**config.mk**
```make
export PLATFORM = sky130hd
export DESIGN_NAME = gyro_heading_integrator
export DESIGN_NICKNAME = d
export VERILOG_FILES = /design/src/hw/rtl/ghi_pkg.sv /design/src/hw/rtl/ghi_smul.sv /design/src/hw/rtl/ghi_sdiv.sv /design/src/hw/rtl/gyro_heading_integrator.sv
export SDC_FILE = /design/constraint.sdc
export NUM_CORES = 2
export LEC_CHECK = 0
export ABC_AREA = 1
export BUFFER_PORTS_ARGS = -buffer_cell sky130_fd_sc_hd__buf_2
export CAP_MARGIN = 25
export CORE_MARGIN = 4
export CORE_UTILIZATION = 35
export CTS_CLUSTER_DIAMETER = 60
export CTS_CLUSTER_SIZE = 40
export DETAILED_ROUTE_END_ITERATION = 8
export SLEW_MARGIN = 25
export SYNTH_ARGS = -nofsm -noshare
export SYNTH_HDL_FRONTEND = slang
export SYNTH_SLANG_ARGS = --single-unit
```
**constraint.sdc**
```tcl
create_clock -name clk -period 11.1 [get_ports clk]
set_input_delay 1.11 -clock clk [delete_from_list [all_inputs] [get_ports clk]]
set_output_delay 1.11 -clock clk [all_outputs]
set_load 0.01 [all_outputs]
```
**src/hw/rtl/ghi_pkg.sv**
```systemverilog
// Shared types and constants for the gyro heading integrator.
// No dependencies; every other file of the block imports this package.
package ghi_pkg;

  localparam int HEAD_W  = 33;
  localparam int RATE_W  = 16;
  localparam int DT_W    = 16;
  localparam int CFG_W   = 32;
  localparam int DB_W    = 25;
  localparam int CLEN_W  = 11;
  localparam int MAG_W   = 32;
  localparam int PROD_W  = 64;
  localparam int FRAC_W  = 29;
  localparam int Q_W     = 36;
  localparam int REG_IDX_W = 2;
  localparam int RED_STEPS = 3;
  localparam int STEP_W  = 2;

  localparam logic [HEAD_W-1:0] FULL_TURN = 33'd6039797760;

  localparam logic [CFG_W-1:0]  RATE_SCALE_RST = 32'd76677120;
  localparam logic [DB_W-1:0]   DEADBAND_RST   = 25'd167772;
  localparam logic [CLEN_W-1:0] CALIB_RST      = 11'd300;

  localparam logic [REG_IDX_W-1:0] REG_RATE_SCALE    = 2'd0;
  localparam logic [REG_IDX_W-1:0] REG_DEADBAND      = 2'd1;
  localparam logic [REG_IDX_W-1:0] REG_CALIB_SAMPLES = 2'd2;

  typedef enum logic [1:0] {
    OP_RUN     = 2'd0,
    OP_CALIB   = 2'd1,
    OP_SET     = 2'd2,
    OP_RESTART = 2'd3
  } ghi_op_t;

  typedef struct packed {
    ghi_op_t                  op;
    logic signed [RATE_W-1:0] rate_sample;
    logic [DT_W-1:0]          time_step;
    logic [HEAD_W-1:0]        new_heading;
  } ghi_in_t;

  typedef struct packed {
    logic [HEAD_W-1:0]        heading;
    logic signed [RATE_W-1:0] corrected_rate;
    logic signed [RATE_W-1:0] bias;
    logic                     calibrated;
  } ghi_out_t;

  typedef struct packed {
    logic busy;
    logic done;
  } ghi_unit_stat_t;

endpackage

```
**src/hw/rtl/ghi_smul.sv**
```systemverilog
// Bit-serial shift-add multiplier, one multiplier bit per cycle.
// Depends on ghi_pkg for widths and the unit status type.
module ghi_smul (
  input  logic                       clk,
  input  logic                       rst_n,
  input  logic                       start,
  input  logic [ghi_pkg::MAG_W-1:0]  mcand,
  input  logic [ghi_pkg::CFG_W-1:0]  mplier,
  output logic [ghi_pkg::PROD_W-1:0] prod,
  output ghi_pkg::ghi_unit_stat_t    stat
);
  import ghi_pkg::*;

  localparam int CNT_W = $clog2(CFG_W);

  logic [PROD_W-1:0] acc_r;
  logic [PROD_W-1:0] acc_nxt;
  logic [MAG_W-1:0]  a_r;
  logic [CNT_W-1:0]  cnt_r;
  logic              busy_r;
  logic              done_r;
  logic [MAG_W:0]    part;

  assign part    = {1'b0, acc_r[PROD_W-1:CFG_W]} + {1'b0, a_r};
  assign acc_nxt = acc_r[0] ? {part, acc_r[CFG_W-1:1]} : {1'b0, acc_r[PROD_W-1:1]};

  always_ff @(posedge clk) begin
    if (!rst_n) begin
      busy_r <= 1'b0;
      done_r <= 1'b0;
    end else begin
      done_r <= 1'b0;
      if (start) begin
        busy_r <= 1'b1;
      end else if (busy_r && cnt_r == '0) begin
        busy_r <= 1'b0;
        done_r <= 1'b1;
      end
    end
  end

  always_ff @(posedge clk) begin
    if (start) begin
      a_r   <= mcand;
      acc_r <= {{MAG_W{1'b0}}, mplier};
      cnt_r <= CNT_W'(CFG_W - 1);
    end else if (busy_r) begin
      acc_r <= acc_nxt;
      cnt_r <= cnt_r - 1'b1;
    end
  end

  assign prod = acc_r;
  assign stat = '{busy: busy_r, done: done_r};

endmodule

```
**src/hw/rtl/ghi_sdiv.sv**
```systemverilog
// Restoring divider, one quotient bit per cycle, unsigned operands.
// Depends on ghi_pkg for the unit status type.
module ghi_sdiv #(
  parameter int NUM_W = 27,
  parameter int DEN_W = 11
) (
  input  logic                    clk,
  input  logic                    rst_n,
  input  logic                    start,
  input  logic [NUM_W-1:0]        num,
  input  logic [DEN_W-1:0]        den,
  output logic [NUM_W-1:0]        quo,
  output ghi_pkg::ghi_unit_stat_t stat
);
  import ghi_pkg::*;

  localparam int CNT_W = $clog2(NUM_W);

  logic [NUM_W-1:0] num_r;
  logic [DEN_W-1:0] den_r;
  logic [DEN_W-1:0] rem_r;
  logic [CNT_W-1:0] cnt_r;
  logic             busy_r;
  logic             done_r;
  logic [DEN_W+1:0] trial;
  logic             fits;

  assign trial = {1'b0, rem_r, num_r[NUM_W-1]} - {2'b0, den_r};
  assign fits  = !trial[DEN_W+1];

  always_ff @(posedge clk) begin
    if (!rst_n) begin
      busy_r <= 1'b0;
      done_r <= 1'b0;
    end else begin
      done_r <= 1'b0;
      if (start) begin
        busy_r <= 1'b1;
      end else if (busy_r && cnt_r == '0) begin
        busy_r <= 1'b0;
        done_r <= 1'b1;
      end
    end
  end

  always_ff @(posedge clk) begin
    if (start) begin
      num_r <= num;
      den_r <= den;
      rem_r <= '0;
      cnt_r <= CNT_W'(NUM_W - 1);
    end else if (busy_r) begin
      rem_r <= fits ? trial[DEN_W-1:0] : {rem_r[DEN_W-2:0], num_r[NUM_W-1]};
      num_r <= {num_r[NUM_W-2:0], fits};
      cnt_r <= cnt_r - 1'b1;
    end
  end

  assign quo  = num_r;
  assign stat = '{busy: busy_r, done: done_r};

endmodule

```
**src/hw/rtl/gyro_heading_integrator.sv**
```systemverilog
// Top level of the gyro heading integrator: sequencer, state and I/O registers.
// Depends on ghi_pkg, ghi_smul and ghi_sdiv.
//
//   channel | signals                         | payload
//   --------+---------------------------------+-----------
//   in      | in_valid, in_stall, in_data     | ghi_in_t
//   out     | out_valid, out_stall, out_data  | ghi_out_t
//   cfg     | cfg_we, cfg_index, cfg_wdata    | 32-bit word
//
// One request at a time. A run sample passes through a serial multiply and three modulo
// reduction steps before its result is registered. A closing calibration sample waits
// on the serial divider; other ops go from decode straight to the output stage.
// Reset is synchronous; no clearing pass. A finished result waits in the output
// register while the next request is accepted; a stalled output holds the sequencer.
module gyro_heading_integrator #(
  parameter int MAX_CALIB = 1024
) (
  input  logic                         clk,
  input  logic                         rst_n,
  input  logic                         in_valid,
  output logic                         in_stall,
  input  ghi_pkg::ghi_in_t             in_data,
  output logic                         out_valid,
  input  logic                         out_stall,
  output ghi_pkg::ghi_out_t            out_data,
  input  logic                         cfg_we,
  input  logic [ghi_pkg::REG_IDX_W-1:0] cfg_index,
  input  logic [ghi_pkg::CFG_W-1:0]    cfg_wdata
);
  import ghi_pkg::*;

  localparam int CNT_RAW = $clog2(MAX_CALIB + 1);
  localparam int CNT_W   = CNT_RAW < 2 ? 2 : CNT_RAW;
  localparam int SUM_W   = RATE_W + CNT_W;
  localparam int LEN_W   = CNT_W > CLEN_W ? CNT_W : CLEN_W;

  typedef enum logic [3:0] {
    S_IDLE, S_PREP, S_MAG, S_MUL, S_RND, S_RED, S_ACC, S_DIV, S_FIN
  } state_t;

  state_t                   state_r;
  ghi_in_t                  item_r;
  logic signed [RATE_W-1:0] corr_r;
  logic                     neg_r;
  logic [MAG_W-1:0]         mag_r;
  logic [Q_W-1:0]           r_r;
  logic [STEP_W-1:0]        step_r;
  logic [HEAD_W-1:0]        heading_r;
  logic signed [RATE_W-1:0] prev_r;
  logic signed [RATE_W-1:0] bias_r;
  logic signed [SUM_W-1:0]  csum_r;
  logic [CNT_W-1:0]         ccount_r;
  logic                     cdone_r;
  logic                     sum_neg_r;
  logic [SUM_W-1:0]         div_num_r;
  logic [CNT_W-1:0]         div_den_r;
  logic                     mul_start_r;
  logic                     div_start_r;
  logic                     out_valid_r;
  ghi_out_t                 out_data_r;

  logic [CFG_W-1:0]  rate_scale_r;
  logic [DB_W-1:0]   deadband_r;
  logic [CLEN_W-1:0] calib_r;

  logic [PROD_W-1:0] prod;
  ghi_unit_stat_t    mul_stat;
  logic [SUM_W-1:0]  quo;
  ghi_unit_stat_t    div_stat;

  logic signed [RATE_W:0]   diff;
  logic signed [RATE_W-1:0] corr_sat;
  logic signed [RATE_W:0]   tsum;
  logic [RATE_W:0]          tabs;
  logic [MAG_W-1:0]         mag_full;
  logic [Q_W-1:0]           q_rnd;
  logic                     below_db;
  logic [Q_W-1:0]           turn_sh;
  logic [HEAD_W:0]          up;
  logic [HEAD_W:0]          up_w;
  logic [HEAD_W:0]          dn;
  logic [HEAD_W:0]          dn_w;
  logic [HEAD_W-1:0]        loaded_w;
  logic signed [SUM_W-1:0]  csum_nxt;
  logic [SUM_W-1:0]         csum_abs;
  logic [CNT_W-1:0]         cnt_nxt;
  logic [LEN_W-1:0]         cal_ext;
  logic [LEN_W-1:0]         max_ext;
  logic [LEN_W-1:0]         len;
  logic signed [SUM_W:0]    qs;
  logic [SUM_W-RATE_W+1:0]  qs_hi;
  logic signed [RATE_W-1:0] bias_sat;
  logic                     out_free;

  ghi_smul u_mul (
    .clk    (clk),
    .rst_n  (rst_n),
    .start  (mul_start_r),
    .mcand  (mag_r),
    .mplier (rate_scale_r),
    .prod   (prod),
    .stat   (mul_stat)
  );

  ghi_sdiv #(
    .NUM_W (SUM_W),
    .DEN_W (CNT_W)
  ) u_div (
    .clk   (clk),
    .rst_n (rst_n),
    .start (div_start_r),
    .num   (div_num_r),
    .den   (div_den_r),
    .quo   (quo),
    .stat  (div_stat)
  );

  always_comb begin
    diff = {item_r.rate_sample[RATE_W-1], item_r.rate_sample} - {bias_r[RATE_W-1], bias_r};
    if (diff[RATE_W] != diff[RATE_W-1]) begin
      corr_sat = diff[RATE_W] ? {1'b1, {(RATE_W-1){1'b0}}} : {1'b0, {(RATE_W-1){1'b1}}};
    end else begin
      corr_sat = diff[RATE_W-1:0];
    end

    tsum     = {corr_r[RATE_W-1], corr_r} + {prev_r[RATE_W-1], prev_r};
    tabs     = tsum[RATE_W] ? 17'(-tsum) : 17'(tsum);
    mag_full = MAG_W'(tabs) * MAG_W'(item_r.time_step);

    q_rnd    = {1'b0, prod[PROD_W-1:FRAC_W]} + Q_W'(neg_r & (|prod[FRAC_W-1:0]));
    below_db = q_rnd < Q_W'(deadband_r);
    turn_sh  = Q_W'(FULL_TURN) << step_r;

    up   = {1'b0, heading_r} + {1'b0, r_r[HEAD_W-1:0]};
    up_w = (up >= {1'b0, FULL_TURN}) ? up - {1'b0, FULL_TURN} : up;
    dn   = {1'b0, heading_r} - {1'b0, r_r[HEAD_W-1:0]};
    dn_w = dn[HEAD_W] ? dn + {1'b0, FULL_TURN} : dn;

    loaded_w = (item_r.new_heading >= FULL_TURN) ? item_r.new_heading - FULL_TURN
                                                 : item_r.new_heading;

    csum_nxt = csum_r + {{(SUM_W-RATE_W){item_r.rate_sample[RATE_W-1]}}, item_r.rate_sample};
    csum_abs = csum_nxt[SUM_W-1] ? SUM_W'(-csum_nxt) : SUM_W'(csum_nxt);
    cnt_nxt  = ccount_r + 1'b1;
    cal_ext  = LEN_W'(calib_r);
    max_ext  = LEN_W'(MAX_CALIB);
    if (cal_ext == '0) begin
      len = LEN_W'(1);
    end else if (cal_ext > max_ext) begin
      len = max_ext;
    end else begin
      len = cal_ext;
    end

    qs    = sum_neg_r ? -{1'b0, quo} : {1'b0, quo};
    qs_hi = qs[SUM_W:RATE_W-1];
    if ((&qs_hi) || !(|qs_hi)) begin
      bias_sat = qs[RATE_W-1:0];
    end else begin
      bias_sat = qs[SUM_W] ? {1'b1, {(RATE_W-1){1'b0}}} : {1'b0, {(RATE_W-1){1'b1}}};
    end

    out_free = !out_valid_r || !out_stall;
  end

  always_ff @(posedge clk) begin
    if (!rst_n) begin
      rate_scale_r <= RATE_SCALE_RST;
      deadband_r   <= DEADBAND_RST;
      calib_r      <= CALIB_RST;
    end else if (cfg_we) begin
      unique case (cfg_index)
        REG_RATE_SCALE:    rate_scale_r <= cfg_wdata;
        REG_DEADBAND:      deadband_r   <= cfg_wdata[DB_W-1:0];
        REG_CALIB_SAMPLES: calib_r      <= cfg_wdata[CLEN_W-1:0];
        default: ;
      endcase
    end
  end

  always_ff @(posedge clk) begin
    if (!rst_n) begin
      state_r     <= S_IDLE;
      heading_r   <= '0;
      prev_r      <= '0;
      bias_r      <= '0;
      csum_r      <= '0;
      ccount_r    <= '0;
      cdone_r     <= 1'b0;
      mul_start_r <= 1'b0;
      div_start_r <= 1'b0;
      out_valid_r <= 1'b0;
    end else begin
      mul_start_r <= 1'b0;
      div_start_r <= 1'b0;
      if (out_valid_r && !out_stall) begin
        out_valid_r <= 1'b0;
      end
      unique case (state_r)
        S_IDLE: begin
          if (in_valid) begin
            item_r  <= in_data;
            corr_r  <= '0;
            state_r <= S_PREP;
          end
        end
        S_PREP: begin
          unique case (item_r.op)
            OP_RUN: begin
              corr_r  <= corr_sat;
              state_r <= S_MAG;
            end
            OP_CALIB: begin
              if (cdone_r) begin
                state_r <= S_FIN;
              end else begin
                csum_r   <= csum_nxt;
                ccount_r <= cnt_nxt;
                if (LEN_W'(cnt_nxt) >= len) begin
                  div_start_r <= 1'b1;
                  div_num_r   <= csum_abs;
                  div_den_r   <= cnt_nxt;
                  sum_neg_r   <= csum_nxt[SUM_W-1];
                  state_r     <= S_DIV;
                end else begin
                  state_r <= S_FIN;
                end
              end
            end
            OP_SET: begin
              heading_r <= loaded_w;
              state_r   <= S_FIN;
            end
            OP_RESTART: begin
              csum_r   <= '0;
              ccount_r <= '0;
              cdone_r  <= 1'b0;
              state_r  <= S_FIN;
            end
            default: state_r <= S_FIN;
          endcase
        end
        S_MAG: begin
          mag_r       <= mag_full;
          neg_r       <= tsum[RATE_W];
          mul_start_r <= 1'b1;
          state_r     <= S_MUL;
        end
        S_MUL: begin
          if (mul_stat.done) begin
            state_r <= S_RND;
          end
        end
        S_RND: begin
          r_r     <= below_db ? '0 : q_rnd;
          step_r  <= STEP_W'(RED_STEPS - 1);
          state_r <= S_RED;
        end
        S_RED: begin
          if (r_r >= turn_sh) begin
            r_r <= r_r - turn_sh;
          end
          if (step_r == '0) begin
            state_r <= S_ACC;
          end else begin
            step_r <= step_r - 1'b1;
          end
        end
        S_ACC: begin
          heading_r <= neg_r ? dn_w[HEAD_W-1:0] : up_w[HEAD_W-1:0];
          prev_r    <= corr_r;
          state_r   <= S_FIN;
        end
        S_DIV: begin
          if (div_stat.done) begin
            bias_r   <= bias_sat;
            cdone_r  <= 1'b1;
            csum_r   <= '0;
            ccount_r <= '0;
            state_r  <= S_FIN;
          end
        end
        S_FIN: begin
          if (out_free) begin
            out_data_r  <= '{heading: heading_r, corrected_rate: corr_r,
                             bias: bias_r, calibrated: cdone_r};
            out_valid_r <= 1'b1;
            state_r     <= S_IDLE;
          end
        end
        default: state_r <= S_IDLE;
      endcase
    end
  end

  assign in_stall  = (state_r != S_IDLE);
  assign out_valid = out_valid_r;
  assign out_data  = out_data_r;

endmodule

```
; Word level (Yosys, flattened, before mapping)
; Cells that the tools add are included.
[totals]
register_bits = 597
in_bits = 106
output_inout_bits = 68
elab_cells = 207
[op_classes]
n_addsub = 19
mul = 1
n_lt_le_gt_ge = 6
eq_ne = 26
shifts = 1
muxes = 60
bitwise_logic = 5
reduce_logical = 47
[op_table]
columns = op, count
row1 = 33-bit 2-to-1 mux, 5
row2 = 27-bit 2-to-1 mux, 4
row3 = 27-bit case mux with 2 select lines, 2
row4 = 16-bit 2-to-1 mux, 6
row5 = 36-bit 2-to-1 mux, 2
row6 = 36-bit case mux with 2 select lines, 1
row7 = 33-bit case mux with 2 select lines, 1
row8 = 33-bit subtractor (second input constant), 2
row9 = 32-bit 2-to-1 mux, 2
row10 = 64-bit 2-to-1 mux, 1
row11 = 11-bit 2-to-1 mux, 5
row12 = 11-bit case mux with 2 select lines, 2
row13 = 35-bit by 1-bit adder with 36-bit output, 1
row14 = 36-bit >= comparator, 1
row15 = 36-bit by 25-bit less-than comparator with 1-bit output, 1
row16 = 4-bit case mux with 9 select lines, 1
row17 = 33-bit by 2-bit << shifter with 36-bit output (first input constant), 1
row18 = 36-bit subtractor, 1
row19 = 33-bit by 33-bit adder with 34-bit output, 1
row20 = 34-bit by 33-bit >= comparator with 1-bit output (second input constant), 1
row21 = 33-bit by 33-bit subtractor with 34-bit output, 1
row22 = 32-bit by 32-bit adder with 33-bit output, 1
row23 = 33-bit adder (second input constant), 1
row24 = 33-bit >= comparator (second input constant), 1
row25 = other kinds (54), 120

; Longest topological paths before layout
[logic_depth]
ltp_word = 8
depth_mapped = 46
ltp_nobuf = 45

; Modules after synthesis
; From an unflattened synthesis, not the netlist that was laid out.
[unflattened]
hier_cells = 5970
area_unflattened_um2 = 45593.7
[modules_own_cells]
columns = module, n_inst, cells_per_inst, area_per_inst_um2, seq_area_each_um2
row1 = gyro_heading_integrator, 1, 4643, 35968.2, 11360.9
row2 = ghi_smul, 1, 949, 6687.7, 2702.6
row3 = ghi_sdiv, 1, 378, 2937.8, 1501.4

; Worst setup path before layout
; No wires, ideal clock.
[synth_path]
path_type = reg-to-reg
start = register corr_r[0]
end = register mag_r[22] (data pin)
setup_time_ps = 265
t_arrival_ps = 7382
required_ps = 10835
setup_slack_ps = 3453
path_stages_with_launch = 39
path_buffers = 1
period_less_slack_ps = 7647
cell_sequence = edfxtp_1 -> ha_1 -> inv_1 -> fa_1 -> nand3b_1 -> nand2_2 -> nand2_2 -> nand2_2 -> nand2_1 -> nand2_1 -> nand2_1 -> nand2_1 -> nand2_1 -> nand3_1 -> nand2_1 -> buf_4 -> or2_4 -> xor2_4 -> [... 3 more ...] -> inv_1 -> fa_1 -> fa_1 -> fa_1 -> inv_1 -> fa_1 -> inv_1 -> fa_1 -> inv_1 -> ha_1 -> a21oi_1 -> o21a_1 -> o221ai_1 -> a21oi_1 -> o21ai_0 -> a21boi_0 -> o21ai_0 -> xor2_1
[synth_via]
elab_chain_len = 4
[synth_rtl]
columns = element, line
row1 = start: declaration, gyro_heading_integrator.sv:43  ; logic signed [RATE_W-1:0] corr_r;
row2 = start signal: assignment, gyro_heading_integrator.sv:210  ; corr_r <= corr_sat;
row3 = 16-bit by 16-bit adder with 17-bit output *, gyro_heading_integrator.sv:126  ; tsum = {corr_r[RATE_W-1], corr_r} + {prev_r[RATE_W-1], prev_r};
row4 = 17-bit negator, gyro_heading_integrator.sv:127  ; tabs = tsum[RATE_W] ? 17'(-tsum) : 17'(tsum);
row5 = 17-bit 2-to-1 mux *, gyro_heading_integrator.sv:127
row6 = 17-bit by 16-bit multiplier with 32-bit output *, gyro_heading_integrator.sv:128  ; mag_full = MAG_W'(tabs) * MAG_W'(item_r.time_step);
row7 = via mag_full[22], gyro_heading_integrator.sv:75  ; logic [MAG_W-1:0] mag_full;
row8 = end signal: assignment, gyro_heading_integrator.sv:244  ; mag_r <= mag_full;
row9 = end: declaration, gyro_heading_integrator.sv:45  ; logic [MAG_W-1:0] mag_r;
; The timed path passes the listed nets; every way through them passes the cells marked *.
; A chain may end at the register's enable or synchronous reset.

; Worst setup path in the final report
; Same ends and word-level chain as after synthesis.

==> results.txt <==
----------------------------------------------------
[Route]
  Per-cell via count in the routed design ... 5.05
  Drt initial violations ... 2780
  Overall routed net length ... 133 mm
  Final ANT Viol Nets ... 0
  Detailed-routing iteration count for the pre-antenna-repair pass ... 6
  Wire per inst ... 18.1 um
  Total via count in the routed design ... 37000
  Final routed DRC violation total ... 0

[Timing]
  Final Cycle Share ... 78.9%
  Count of pins over their slew limit ... 0
  Unrepaired setup endpoints after global routing ... false
  Upper clock frequency limit ... 0.114 GHz
  Relative slew margins ... 31.4%
  Minimum clock period ... 8750 ps
  Slew at the pin with the worst max-slew slack ... 1030 ps
  Final sum of negative setup slack ... 0 ps
  Final hold violation count ... 0
  Endpoints failing setup ... 0
  Setup skew after layout ... 40.6 ps

[Synthesis]
  Portion of netlist area occupied by mux cells ... 0.0452%
  Number of flops mapped to enable cells by yosys ... 361
  Combinational family with the most area after synthesis ... simple AND/OR/NAND/NOR gates
  Syn Nets ... 6171
  Synthesis Warnings ... 0
  Simple-gate portion of the synthesized area ... 20.5%
  Sequential-to-total area share from yosys stat ... 35.2%
  Post-synthesis cell count ... 5524
  Mean instance size in the synthesized netlist ... 8.01 sq um
  Number of library cell types mapped by synthesis ... 72
  Number of register bits inferred by synthesis ... 597
  Post-synthesis share of cell area spent on xor and xnor gates ... 4.39%
  Post-synth top flop ... sky130_fd_sc_hd__edfxtp_1
  Synthesized-area fraction occupied by ao, oa, aoi and oai cells ... 11.8%
  Fraction of synthesis flops using an asynchronous set or reset pin ... 0%
  Post-synth design cell area ... 44200 sq um
  Fraction of the mapped netlist area in adder cells ... 18.9%

[Critical path]
  Count of cells along the worst register-to-register path ... 38
  Critical path data required time ... 11500 ps
  Crit path arrival time ... 9160 ps
  Crit path kind ... flop to flop
  Cell repeated most along the worst path ... sky130_fd_sc_hd__nand2_1
  Worst stage delay on the critical path ... 580 ps
  Endpoint type of the worst setup path ... flop
  Startpoint type of the worst setup path ... flop
  Largest driver fanout on the critical path ... 18
  Critical Path Slowest Stage Cell ... sky130_fd_sc_hd__fa_1

[Floorplan]
  Row cnt ... 130
  Die extent in y ... 364 um
  DIE WIDTH ... 364 um
  Area of the die ... 132000 sq um
  Core region area ... 126000 sq um
  Number of I/O pins ... 174
  Effective utilization at floorplan ... 35.2%

[CTS]
  Number of resized instances in the post-cts repair step ... 0
  Max Buffers Root-to-Sink ... 3
  Master cell of the clock root buffer ... sky130_fd_sc_hd__clkbuf_16
  TritonCTS Buffers ... 60
  Clock slew seen by the registers of the worst setup and hold paths ... 70 ps
  CTS tree ... done
  Maximum level of the CTS H-tree ... 2
  Clock insertion delay at the later pin of the skew report ... 690 ps
  Post-CTS Setup Bufs ... 0
  Cts-stage hold buffer count ... 0
  # clock sinks ... 597

[Finish]
  Share of layout cells above drive strength 1 ... 7.52%
  Synth-to-layout area growth ... 10.7%
  Nets ... 6275
  Finished Layout Cells ... 7332
  Filler Cell Count ... 13000

[Power and ir drop]
  Sequential power share ... 20.1%
  Leak Pwr ... 22.5 nW
  Combinational power share ... 66.5%
  Switching power summed over all nets ... 7.98 mW
  Share of power burned in the clock network ... 13.4%
  Total power density per cell area ... 333 nW/um^2
  Total internal power ... 8.32 mW
  Proportion of total power due to net switching ... 49.0%
  Peak supply drop ... 0.732 mV

[Placed design]
  Placed Cells incl. Taps ... 7215
  Final RePlAce weighted congestion ... 0.936
  Dpl hpwl ... 106 mm
  Buffers added on ports ... 173

[GRT]
  Pin count of the biggest net entering global routing ... 92
  Global-route wire length before repair ... 207 mm
  Number of antenna violations at the first check in global routing ... 5
  Via count of the first global-routing pass ... 36300
  Global-route total usage across every layer ... 19.8%
  Global route overflow ... 0

[Status]
  Result of the run ... finished clean

[Worst hold path]
  Worst Hold Depth ... 0
  Worst hold path type ... flop to flop

[Flow run]
  Maxcap violations ... 0

----------------------------------------------------
-- power by group through the flow --
stage	combinational, mW	clock [mW]	sequential, mW
4_1_cts	10.8	2.25	3.28
5_1_grt	12.4	2.33	3.30
6_report	10.8	2.19	3.28
3_3_place_gp	10.7	0	3.33
2_1_floorplan	7.97	0	3.24
3_5_place_dp	10.7	0	3.33
-- final timing paths --
kind                            from                      end  slack (ps)
min              mag_r[17]$_DFFE_PP_  u_mul.a_r[17]$_DFFE_PP_         410
max          corr_r[0]$_SDFFCE_PN0P_      mag_r[22]$_DFFE_PP_        2350
min reg2reg      mag_r[17]$_DFFE_PP_  u_mul.a_r[17]$_DFFE_PP_         410
max reg2reg  corr_r[0]$_SDFFCE_PN0P_      mag_r[22]$_DFFE_PP_        2350
-- cell usage in the layout (no fill, tap or decap), types with 30 or more instances in the layout --
cell type	n
sky130_fd_sc_hd__nand2_1	1190
sky130_fd_sc_hd__inv_1	864
sky130_fd_sc_hd__nor2_1	544
sky130_fd_sc_hd__o21ai_0	391
sky130_fd_sc_hd__edfxtp_1	361
sky130_fd_sc_hd__a21oi_1	344
sky130_fd_sc_hd__ha_1	327
sky130_fd_sc_hd__dfxtp_1	234
sky130_fd_sc_hd__nand3_1	216
sky130_fd_sc_hd__fa_1	214
sky130_fd_sc_hd__buf_2	172
sky130_fd_sc_hd__xor2_1	171
sky130_fd_sc_hd__clkbuf_16	63
sky130_fd_sc_hd__nor3_1	59
sky130_fd_sc_hd__nand4_1	53
sky130_fd_sc_hd__xnor2_1	39
sky130_fd_sc_hd__o22ai_1	36
sky130_fd_sc_hd__o21bai_1	30
-- cells by family after synthesis --
| group | after synthesis |
|---|---|
| and+or+nand+nor | 2176 |
| buffers and inverters | 1046 |
| AOI/OAI and AO/OA | 947 |
| DFF | 597 |
| adders and majority gates | 541 |
| xor gates and xnor gates | 215 |
| muxes | 2 |
-- stage by stage --
step / worst slack, ps / cell area, sq um / utilization, % / power (mW) / hold slack [ps]
2_1_floorplan: 3450 / 44200 / - / 11.2 / 400
3_3_place_gp: 2490 / 46800 / 37.2 / 14.0 / 402
3_5_place_dp: 2400 / 46800 / 37.3 / 14.1 / 405
4_1_cts: 2400 / 49000 / 39.0 / 16.4 / 415
5_1_grt: 1670 / 49000 / 39.0 / 18.0 / 432
6_report: 2350 / 49000 / 39.0 / 16.3 / 414
-- area by class of cell --
| type | instances | area, sq um | share of cell area (%) |
|---|---|---|---|
| inverters | 885 | 3320 | 6.78 |
| diodes | 2 | 5.00 | 0.0102 |
| multi-input cells | 3881 | 24700 | 50.5 |
| well taps | 1650 | 2060 | 4.22 |
| clock buffers | 69 | 1640 | 3.35 |
| clock inverters | 45 | 534 | 1.09 |
| repair buffers | 203 | 1120 | 2.28 |
| flip-flops and latches | 597 | 15600 | 31.8 |
-- metal layers --
layer / vias to the layer above / wire, um / global-route usage [%]
li1: 18200 / - / -
met1: 17600 / 61000 / 27.4
met2: 1023 / 60600 / 32.8
met3: 183 / 7850 / 2.39
met4: 0 / 3430 / 5.22
met5: - / 0 / 0
-- worst max-delay path, delay by kind of cell (launching register included) --
kind	cells	cell delay, ps
simple gates	15	1880
fa+ha+maj	9	4080
compound gates	6	1150
xor+xnor	1	150
flops	1	370
buf+inv	7	810
-- Yosys cell counts (8+ instances only) --
library cell / number / area [sq um]
sky130_fd_sc_hd__nand2_1: 1190 / 4470
sky130_fd_sc_hd__inv_1: 866 / 3250
sky130_fd_sc_hd__nor2_1: 549 / 2060
sky130_fd_sc_hd__o21ai_0: 391 / 1960
sky130_fd_sc_hd__edfxtp_1: 361 / 10800
sky130_fd_sc_hd__a21oi_1: 345 / 1730
sky130_fd_sc_hd__ha_1: 327 / 4090
sky130_fd_sc_hd__dfxtp_1: 236 / 4720
sky130_fd_sc_hd__nand3_1: 216 / 1080
sky130_fd_sc_hd__fa_1: 214 / 4280
sky130_fd_sc_hd__xor2_1: 171 / 1500
sky130_fd_sc_hd__clkbuf_1: 127 / 477
sky130_fd_sc_hd__nor3_1: 62 / 310
sky130_fd_sc_hd__nand4_1: 53 / 332
sky130_fd_sc_hd__xnor2_1: 39 / 342
sky130_fd_sc_hd__o22ai_1: 36 / 225
sky130_fd_sc_hd__o21bai_1: 30 / 225
sky130_fd_sc_hd__a31oi_1: 29 / 181
sky130_fd_sc_hd__o211ai_1: 27 / 203
sky130_fd_sc_hd__nor4_1: 22 / 138
sky130_fd_sc_hd__nand2_2: 20 / 125
sky130_fd_sc_hd__a21o_1: 18 / 135
sky130_fd_sc_hd__buf_2: 17 / 85.1
sky130_fd_sc_hd__inv_2: 11 / 41.3
sky130_fd_sc_hd__a22oi_1: 9 / 67.6
sky130_fd_sc_hd__nand3b_1: 9 / 67.6
sky130_fd_sc_hd__or2_2: 9 / 56.3
sky130_fd_sc_hd__a21boi_0: 8 / 60.1
sky130_fd_sc_hd__clkinv_1: 8 / 30.0
sky130_fd_sc_hd__o21ai_1: 8 / 40.0
sky130_fd_sc_hd__o22ai_2: 8 / 100
-- flip-flops by register name (all words and copies together) (netlist names), 27 cells and up --
register	flops
csum_r	27
div_num_r	27
heading_r	33
item_r	67
mag_r	32
out_data	66
r_r	36
rate_scale_r	32
u_div.quo	27
u_mul.a_r	32
u_mul.prod	64
(Power assumes the default switching activity.)
